### src/rtl/fpdf_pkg.sv
`default_nettype none

package fpdf_pkg;

  localparam int VALUE_WIDTH_DEF = 32;
  localparam int FRAC_W          = 4;
  localparam int CHAR_W          = 8;
  localparam int DIGIT_W         = 4;

  localparam logic [FRAC_W-1:0]  MAX_FRAC    = 4'd9;
  localparam logic [CHAR_W-1:0]  ASCII_ZERO  = 8'd48;
  localparam logic [CHAR_W-1:0]  ASCII_POINT = 8'd46;
  localparam logic [DIGIT_W-1:0] DD_LIMIT    = 4'd5;
  localparam logic [DIGIT_W-1:0] DD_ADJUST   = 4'd3;

endpackage

`default_nettype wire

### src/rtl/fpdf_if.sv
`default_nettype none

interface fpdf_in_if #(
  parameter int VALUE_WIDTH = fpdf_pkg::VALUE_WIDTH_DEF
);
  logic                        valid;
  logic                        ready;
  logic [VALUE_WIDTH-1:0]      value;
  logic [fpdf_pkg::FRAC_W-1:0] frac_digits;

  modport source (output valid, output value, output frac_digits, input ready);
  modport sink   (input valid, input value, input frac_digits, output ready);
endinterface

interface fpdf_out_if;
  logic                        valid;
  logic                        ready;
  logic [fpdf_pkg::CHAR_W-1:0] character;
  logic                        last;

  modport source (output valid, output character, output last, input ready);
  modport sink   (input valid, input character, input last, output ready);
endinterface

`default_nettype wire

### src/rtl/fixed_point_decimal_formatter.sv
// Sequence: an accepted item is shifted into the BCD digits bit by bit, each suppressed
// leading zero of the integer part is shifted out, then one character per cycle follows
// while the output is free. A new item is taken only in the idle state, after the last
// character of the previous one is registered, since the single digit-correct-and-shift
// unit and the character sequencer serve one item at a time; output stalls hold it off.
// Reset: synchronous, active low; clears the sequencer and the output valid flag.
`default_nettype none

module fixed_point_decimal_formatter #(
  parameter int VALUE_WIDTH = fpdf_pkg::VALUE_WIDTH_DEF
) (
  input  wire logic        clk,
  input  wire logic        rst_n,
  fpdf_in_if.sink          in_ch,
  fpdf_out_if.source       out_ch
);
  import fpdf_pkg::*;

  localparam int DIG_RAW = (VALUE_WIDTH * 30103) / 100000 + 1;
  localparam int NDIG    = (DIG_RAW > int'(MAX_FRAC) + 1) ? DIG_RAW : int'(MAX_FRAC) + 1;
  localparam int BCD_W   = NDIG * DIGIT_W;
  localparam int POS_W   = $clog2(NDIG);
  localparam int CNT_W   = $clog2(VALUE_WIDTH);

  typedef enum logic [2:0] {
    S_IDLE, S_CONV, S_SKIP, S_INT, S_POINT, S_FRAC
  } state_t;

  state_t                 state_r, state_nxt;
  logic [VALUE_WIDTH-1:0] bin_r, bin_nxt;
  logic [BCD_W-1:0]       bcd_r, bcd_nxt;
  logic [BCD_W-1:0]       bcd_adj;
  logic [FRAC_W-1:0]      k_r, k_nxt;
  logic [POS_W-1:0]       pos_r, pos_nxt;
  logic [CNT_W-1:0]       cnt_r, cnt_nxt;
  logic                   out_valid_r, out_valid_nxt;
  logic [CHAR_W-1:0]      out_char_r, out_char_nxt;
  logic                   out_last_r, out_last_nxt;
  logic [DIGIT_W-1:0]     top_digit;
  logic [POS_W-1:0]       k_pos;
  logic [BCD_W-1:0]       bcd_shl;
  logic [CHAR_W-1:0]      top_char;
  logic                   out_free;
  logic                   in_take;

  assign top_digit = bcd_r[BCD_W-1 -: DIGIT_W];
  assign k_pos     = POS_W'(k_r);
  assign bcd_shl   = {bcd_r[BCD_W-DIGIT_W-1:0], {DIGIT_W{1'b0}}};
  assign top_char  = ASCII_ZERO + {{(CHAR_W-DIGIT_W){1'b0}}, top_digit};
  assign out_free  = !out_valid_r || out_ch.ready;
  assign in_take   = in_ch.valid && (state_r == S_IDLE);

  assign in_ch.ready      = (state_r == S_IDLE);
  assign out_ch.valid     = out_valid_r;
  assign out_ch.character = out_char_r;
  assign out_ch.last      = out_last_r;

  always_comb begin
    for (int d = 0; d < NDIG; d++) begin
      if (bcd_r[d*DIGIT_W +: DIGIT_W] >= DD_LIMIT) begin
        bcd_adj[d*DIGIT_W +: DIGIT_W] = bcd_r[d*DIGIT_W +: DIGIT_W] + DD_ADJUST;
      end else begin
        bcd_adj[d*DIGIT_W +: DIGIT_W] = bcd_r[d*DIGIT_W +: DIGIT_W];
      end
    end
  end

  always_comb begin
    state_nxt     = state_r;
    bin_nxt       = bin_r;
    bcd_nxt       = bcd_r;
    k_nxt         = k_r;
    pos_nxt       = pos_r;
    cnt_nxt       = cnt_r;
    out_valid_nxt = out_valid_r && !out_ch.ready;
    out_char_nxt  = out_char_r;
    out_last_nxt  = out_last_r;
    case (state_r)
      S_IDLE: begin
        if (in_take) begin
          bin_nxt   = in_ch.value;
          bcd_nxt   = '0;
          k_nxt     = (in_ch.frac_digits > MAX_FRAC) ? MAX_FRAC : in_ch.frac_digits;
          cnt_nxt   = '0;
          pos_nxt   = POS_W'(NDIG - 1);
          state_nxt = S_CONV;
        end
      end
      S_CONV: begin
        bcd_nxt = {bcd_adj[BCD_W-2:0], bin_r[VALUE_WIDTH-1]};
        bin_nxt = {bin_r[VALUE_WIDTH-2:0], 1'b0};
        cnt_nxt = cnt_r + 1'b1;
        if (cnt_r == CNT_W'(VALUE_WIDTH - 1)) begin
          state_nxt = S_SKIP;
        end
      end
      S_SKIP: begin
        if ((top_digit == '0) && (pos_r > k_pos)) begin
          bcd_nxt = bcd_shl;
          pos_nxt = pos_r - 1'b1;
        end else begin
          state_nxt = S_INT;
        end
      end
      S_INT: begin
        if (out_free) begin
          out_valid_nxt = 1'b1;
          out_char_nxt  = top_char;
          out_last_nxt  = 1'b0;
          bcd_nxt       = bcd_shl;
          if (pos_r == k_pos) begin
            state_nxt = S_POINT;
          end else begin
            pos_nxt = pos_r - 1'b1;
          end
        end
      end
      S_POINT: begin
        if (out_free) begin
          out_valid_nxt = 1'b1;
          out_char_nxt  = ASCII_POINT;
          out_last_nxt  = (k_r == '0);
          if (k_r == '0) begin
            state_nxt = S_IDLE;
          end else begin
            pos_nxt   = k_pos - 1'b1;
            state_nxt = S_FRAC;
          end
        end
      end
      S_FRAC: begin
        if (out_free) begin
          out_valid_nxt = 1'b1;
          out_char_nxt  = top_char;
          out_last_nxt  = (pos_r == '0);
          bcd_nxt       = bcd_shl;
          if (pos_r == '0) begin
            state_nxt = S_IDLE;
          end else begin
            pos_nxt = pos_r - 1'b1;
          end
        end
      end
      default: begin
        state_nxt = S_IDLE;
      end
    endcase
  end

  always_ff @(posedge clk) begin
    if (!rst_n) begin
      state_r     <= S_IDLE;
      out_valid_r <= 1'b0;
    end else begin
      state_r     <= state_nxt;
      out_valid_r <= out_valid_nxt;
    end
    bin_r      <= bin_nxt;
    bcd_r      <= bcd_nxt;
    k_r        <= k_nxt;
    pos_r      <= pos_nxt;
    cnt_r      <= cnt_nxt;
    out_char_r <= out_char_nxt;
    out_last_r <= out_last_nxt;
  end

  // The conversion always leaves the digit pointer at the most significant digit.
  a_conv_end_pos: assert property (@(posedge clk) disable iff (!rst_n)
    (state_r == S_CONV && cnt_r == CNT_W'(VALUE_WIDTH - 1)) |=>
      (pos_r == POS_W'(NDIG - 1)))
    else $error("digit pointer not at the top after conversion");

  // Integer digits lie at or above the point, fractional digits below it.
  a_int_pos: assert property (@(posedge clk) disable iff (!rst_n)
    (state_r == S_INT || state_r == S_SKIP) |-> (pos_r >= k_pos))
    else $error("integer digit emitted below the point");

  a_frac_pos: assert property (@(posedge clk) disable iff (!rst_n)
    (state_r == S_FRAC) |-> (pos_r < k_pos))
    else $error("fractional digit emitted above the point");

  // Every digit leaving the converter is a valid decimal digit.
  a_bcd_digit: assert property (@(posedge clk) disable iff (!rst_n)
    (state_r == S_INT || state_r == S_FRAC) |-> (top_digit <= 4'd9))
    else $error("converter produced a non-decimal digit");

endmodule

`default_nettype wire

### src/flat_wrapper.sv
// flat-port wrapper written by rule: the top's interface ports become plain ports
module fixed_point_decimal_formatter_flat import fpdf_pkg::*;
#(
  parameter int VALUE_WIDTH = fpdf_pkg::VALUE_WIDTH_DEF
)
  (clk, rst_n, in_ch_valid, in_ch_value, in_ch_frac_digits, in_ch_ready, out_ch_valid, out_ch_character, out_ch_last, out_ch_ready);
  fpdf_in_if #(.VALUE_WIDTH(VALUE_WIDTH)) in_ch_i ();
  fpdf_out_if out_ch_i ();
  input  wire logic clk;
  input  wire logic rst_n;
  input wire logic [$bits(in_ch_i.valid)-1:0] in_ch_valid;
  input wire logic [$bits(in_ch_i.value)-1:0] in_ch_value;
  input wire logic [$bits(in_ch_i.frac_digits)-1:0] in_ch_frac_digits;
  output wire logic [$bits(in_ch_i.ready)-1:0] in_ch_ready;
  output wire logic [$bits(out_ch_i.valid)-1:0] out_ch_valid;
  output wire logic [$bits(out_ch_i.character)-1:0] out_ch_character;
  output wire logic [$bits(out_ch_i.last)-1:0] out_ch_last;
  input wire logic [$bits(out_ch_i.ready)-1:0] out_ch_ready;
  assign in_ch_i.valid = in_ch_valid;
  assign in_ch_i.value = in_ch_value;
  assign in_ch_i.frac_digits = in_ch_frac_digits;
  assign in_ch_ready = in_ch_i.ready;
  assign out_ch_valid = out_ch_i.valid;
  assign out_ch_character = out_ch_i.character;
  assign out_ch_last = out_ch_i.last;
  assign out_ch_i.ready = out_ch_ready;
  fixed_point_decimal_formatter #(.VALUE_WIDTH(VALUE_WIDTH)) u_core (.clk(clk), .rst_n(rst_n), .in_ch(in_ch_i), .out_ch(out_ch_i));
endmodule
### config.mk
export PLATFORM = sky130hd
export DESIGN_NAME = fixed_point_decimal_formatter_flat
export DESIGN_NICKNAME = d
export VERILOG_FILES = /design/src/rtl/fpdf_pkg.sv /design/src/rtl/fpdf_if.sv /design/src/rtl/fixed_point_decimal_formatter.sv /design/src/flat_wrapper.sv
export SDC_FILE = /design/constraint.sdc
export NUM_CORES = 1
export LEC_CHECK = 0
export BUFFER_PORTS_ARGS = -buffer_cell sky130_fd_sc_hd__clkbuf_2
export CORE_UTILIZATION = 60
export DETAILED_ROUTE_END_ITERATION = 7
export PLACE_DENSITY = 0.88
export SLEW_MARGIN = 40
export SYNTH_ARGS = -nofsm -noshare
export SYNTH_HDL_FRONTEND = slang
export SYNTH_SLANG_ARGS = --single-unit
export TNS_END_PERCENT = 20
### constraint.sdc
create_clock -name clk -period 9.2 [get_ports clk]
set_clock_uncertainty 0.15 [all_clocks]
set_input_delay 1.38 -clock clk [delete_from_list [all_inputs] [get_ports clk]]
set_output_delay 1.38 -clock clk [all_outputs]
set_load 0.05 [all_outputs]
# Yosys cells after proc, flatten, opt, wreduce, memory -nomap -nowiden

Index checks and enable logic that the tools add are counted.

Flip-flop bits (word level): 98
Output and inout port bits: 11
Word-level logic and storage cells: 125

Add/subtract/negate cells: 14
Magnitude comparators: 12
Eq/ne operators: 20
Muxes and demuxes: 46
Reduce and logical (&&, ||, !) cells: 24

Operators with widths:

| cell                | count |
|---|---|
| $pmux 40 s4         | 1 |
| $mux 40             | 3 |
| $mux 4              | 17 |
| $pmux 32 s2         | 1 |
| $ge 4x3->1 const B  | 10 |
| $add 4x2->4 const B | 9 |
| $mux 32             | 1 |
| $mux 3              | 10 |
| $pmux 4 s5          | 1 |
| $ne 2x1->1 const B  | 9 |
| $pmux 3 s6          | 1 |
| $mux 8              | 2 |
| $pmux 8 s2          | 1 |
| $logic_not 4->1     | 3 |
| $pmux 5 s2          | 1 |
| $reduce_and 9->1    | 1 |
| $ne 2x2->1 const B  | 4 |
| $reduce_and 4->1    | 2 |
| $reduce_and 8->1    | 1 |
| $sub 4x1->4 const B | 2 |
| $add 6x4->7 const A | 1 |
| $eq 3x2->1 const B  | 2 |
| $eq 3x3->1 const B  | 2 |
| $add 5x1->5 const B | 1 |
| other kinds (21)    | 30 |

# Logic depth before layout (Yosys ltp)

Depth after elaboration: 4
Gate-level depth with buffers: 10

# Worst setup path before layout

No wires, ideal clock.

Kind: input to register
Start point: input out_ch_ready
End point: register u_core.bcd_r[0] (enable)
Library setup time: 0.503 ns
Arrival time: 4.897 ns
Data required time: 8.547 ns
Setup slack: 3.651 ns
Stages: 3
Buffers on the path: 0
Path through: and2b_1 a32o_2 a221oi_1

Word-level cells in the longest chain between the ends: 3

RTL lines:

| item                              | RTL line                             | RTL |
|---|---|---|
| start: declaration                | flat_wrapper.sv:18                   | `input wire logic [$bits(out_ch_i.ready)-1:0] out_ch_ready;` |
| $logic_or 1x1->1                  | fixed_point_decimal_formatter.sv:50  | `assign out_free = !out_valid_r \|\| out_ch.ready;` |
| $ne 2x1->1 (no source line)       | --                                   |  |
| $reduce_and 4->1 (no source line) | --                                   |  |
| end signal: assignment            | fixed_point_decimal_formatter.sv:159 | `bcd_r <= bcd_nxt;` |
| end: declaration                  | fixed_point_decimal_formatter.sv:31  | `logic [BCD_W-1:0] bcd_r, bcd_nxt;` |

No other way between the ends.
A chain may end at the register's enable or synchronous reset.

# Final worst setup path

Start point: register u_core.state_r[2]
End point: output in_ch_ready

Word-level cells in the longest chain between the ends: 1

RTL lines:

| item                     | RTL line                             | RTL |
|---|---|---|
| start: declaration       | fixed_point_decimal_formatter.sv:29  | `state_t state_r, state_nxt;` |
| start signal: assignment | fixed_point_decimal_formatter.sv:155 | `state_r <= state_nxt;` |
| $logic_not 3->1          | fixed_point_decimal_formatter.sv:53  | `assign in_ch.ready = (state_r == S_IDLE);` |
| end: declaration         | flat_wrapper.sv:14                   | `output wire logic [$bits(in_ch_i.ready)-1:0] in_ch_ready;` |

No other way between the ends.

==> metrics.md <==
| Metric | Value |
|---|---|
| PostCTS Resize Cnt | 0 |
| Register bit total from synthesis | 95 |
| Most frequent cells in the layout | nand2_1 (140), edfxtp_1 (91), clkbuf_2 (47) |
| Slew @ Worst Pin | about 0.64 ns |
| Max-cap viol count | 0 |
| Chip Height | about 96 um |
| Largest stage delay on the critical path | 0.52 ns |
| Max clock buf depth | 2 |
| CP Max Fanout | 16 |
| First-pass DRT Iterations | 4 |
| Critical path arrival | 1.56 ns |
| Util after Layout | 0.685 |
| Clk root buf | clkbuf_8 |
| Crit. End Element | output port |
| P&R area growth vs syn | 8.64% |
| CTS tree | done |
| Syn Area/Cell | approximately 10 um^2 |
| GRT Residual Overflow | 0 |
| Via count of the routed design | roughly 3,800 |
| Final worst slack | around 6.1 ns |
| Gr usage total | 0.235 |
| Primary FF master, synth | edfxtp_1 |
| N_diodes | 0 |
| Worst Setup EP | in_ch_ready |
| DRC viols | 0 |
| RSZ-0062 raised after global routing | false |
| Synthesized area | about 0.0053 mm^2 |
| Synth top area cells | edfxtp_1 (52%), nand2_1 (10%), ha_1 (6.4%), o21ai_0 (3.8%), a21oi_1 (3.0%) |
| Max Fclk | approximately 320 MHz |
| Async S/R FF share, synth | 0 |
| Slowest cell on crit path | dfxtp_1 |
| Final hold vios | 0 |
| Status | finished clean |
| Crit. Startpoint | u_core.state_r[2] |
| Number of distinct library cells after synthesis | 50 |
| Reg2Reg Capture Point | u_core.bcd_r[37] |
| Die width | about 96 um |
| Kind of critical path | flip-flop to output port |
| Number of cell rows | 33 |
| Met3 Use GR | 0.0351 |
| Register area share after synthesis | 0.535 |
| Number of synthesized flops with an enable pin | roughly 90 |
| Number of antenna violations at the first check in global routing | 0 |
| Min Tclk post-route | 3.09 ns |
| Final Max Slew Viols | 0 |
| Vias in the first global route | between 3,000 and 4,000 |
| Hold-fix buffers, CTS | 0 |
| DR WL/cell | about 15 um |
| Final WL | just under 10,000 um |
| Register-to-Register Path Depth | 7 |
| Number of H-tree levels | 3 |
| Routability Congestion | between 0.8 and 0.9 |
| Clk slew on worst S/H paths | 0.09 ns |
| Layout cells sized above 1 | 0.133 |
| Met2 GRT Util | 0.399 |
| Final TNS setup | 0 ns |
| I/O Buffers | 47 |
| Total I/O pin count | between 50 and 60 |
| Nets | roughly 630 |
| Peak supply drop | around 0.16 mV |
| Place WS | between 5 and 6 ns |
| Gate Count Post-Synth | 518 |
| Final period utilization | 0.335 |
| Busiest grt layer | met2 |
| Post-synth top area cell | edfxtp_1 |
| Die footprint | between 0.009 and 0.01 mm^2 |
| Largest net degree at the start of global routing | 46 |
| DP HPWL | roughly 6700 um |
| Worst skew pair latency | 0.36 ns |
| # setup viols final | 0 |
| TritonCTS buffer count | 9 |
| Placeable Area | ~0.0083 mm^2 |
| Origin of the critical flop-to-flop path | u_core.pos_r[2] |
| Routed Antenna Nets | 0 |
| Slew HR | 0.570 |
| Flop2flop setup slack | 6.36 ns |
| P_leak | 2.33 nW |
| Via density | 5.62 |
| PD cells | approximately 370 mW/mm^2 |
| CP Data Required Time | roughly 7.7 ns |
| Yosys warnings | 0 |
| Clock sink total | 95 |
| Most common cell after layout, fill and taps aside | nand2_1 |
| Worst path cell trace | nor3_1 -> clkbuf_2 |
| Setup bufs post-CTS | 0 |
| Initial Util | 0.630 |
| Hold Crit Class | flip-flop to flip-flop |
| First-pass GRT wire length | roughly 16,000 um |
| Yosys top cell area share | 0.520 |
| CP startpoint kind | flip-flop |
| Met1 Use GR | 0.298 |
| DRT iter0 DRCs | 210 |
| Worst hold margin | between 0.3 and 0.4 ns |
cell type report:
class | count | area, um^2
clock buffers | 10 | 128
fillers | 626 | 2630
clock inverters | 6 | 27.5
well taps | 105 | 131
flip-flops and latches | 95 | 2810
repair buffers | 51 | 265
multi-input cells | 373 | 2240
inverters | 28 | 105
metrics by stage:
step / area, um^2 / total power [mW] / instances
5_1_grt: 5710 / 2.26 / 668
3_3_place_gp: 5550 / 1.79 / 652
3_5_place_dp: 5550 / 1.87 / 652
2_1_floorplan: 5260 / 1.65 / 519
6_report: 5710 / 2.10 / 668
4_1_cts: 5700 / 2.10 / 668
state kept, by name (all words and copies together), names as in the netlist:
signal / flops
u_core.cnt_r: 5
u_core.out_ch.character: 5
u_core.bcd_r: 40
u_core.k_pos: 4
u_core.pos_r: 4
u_core.out_ch.last: 1
u_core.out_ch.valid: 1
u_core.state_r: 3
u_core.bin_r: 32
critical path: cells and delay by family, from the launching register on:
family,cells,cell delay [ns]
buffers and inverters,1,0.34
flip-flops,1,0.52
AND/OR/NAND/NOR,1,0.34
worst min path at each step:
stage	cells past startpoint	to	slack, ns	from
finish	2	u_core.bin_r[4]	0.36	u_core.bin_r[3]
global route	2	u_core.bin_r[4]	0.37	u_core.bin_r[3]
CTS	2	u_core.bin_r[4]	0.37	u_core.bin_r[3]
detailed placement	2	u_core.bin_r[18]	0.35	u_core.bin_r[17]
global placement	2	u_core.bin_r[3]	0.34	u_core.bin_r[2]
floorplan	2	u_core.bin_r[10]	0.33	u_core.bin_r[9]
synth_stat cells, types with 4 or more instances:
library cell	instances
nand2_1	140
edfxtp_1	91
o21ai_0	40
a21oi_1	31
ha_1	27
inv_1	27
nand2b_1	16
nor2_1	12
xnor2_1	12
nor3b_1	11
o31ai_1	11
a22o_1	9
buf_2	9
xor2_1	9
clkbuf_1	7
nor2b_1	6
and2_1	5
buf_4	4
dfxtp_1	4
power by group:
part | switching [mW] | total, mW | leakage [nW] | internal, mW
combinational | 0.587 | 0.916 | 1.31 | 0.329
clock | 0.143 | 0.237 | 0.0762 | 0.0945
sequential | 0.157 | 0.949 | 0.942 | 0.791
per-layer routing:
metal	vias to the layer above	routed length, um	part of all wire
met2	92	4830	0.50
met1	1766	4380	0.45
met3	16	355	0.036
met5	-	0	0
met4	0	179	0.018
li1	1883	-	-
cell families after synthesis:
logic type / count (synthesis) / synth area share
buffers and inverters: 51 / 0.0457
DFF: 95 / 0.535
and+or+nand+nor: 212 / 0.192
other: 2 / 0.00143
xor gates and xnor gates: 21 / 0.0350
AOI/OAI and AO/OA: 109 / 0.125
adders and majority gates: 27 / 0.0643
muxes: 1 / 0.00190
Note: power is estimated with default switching activity, not from simulation.
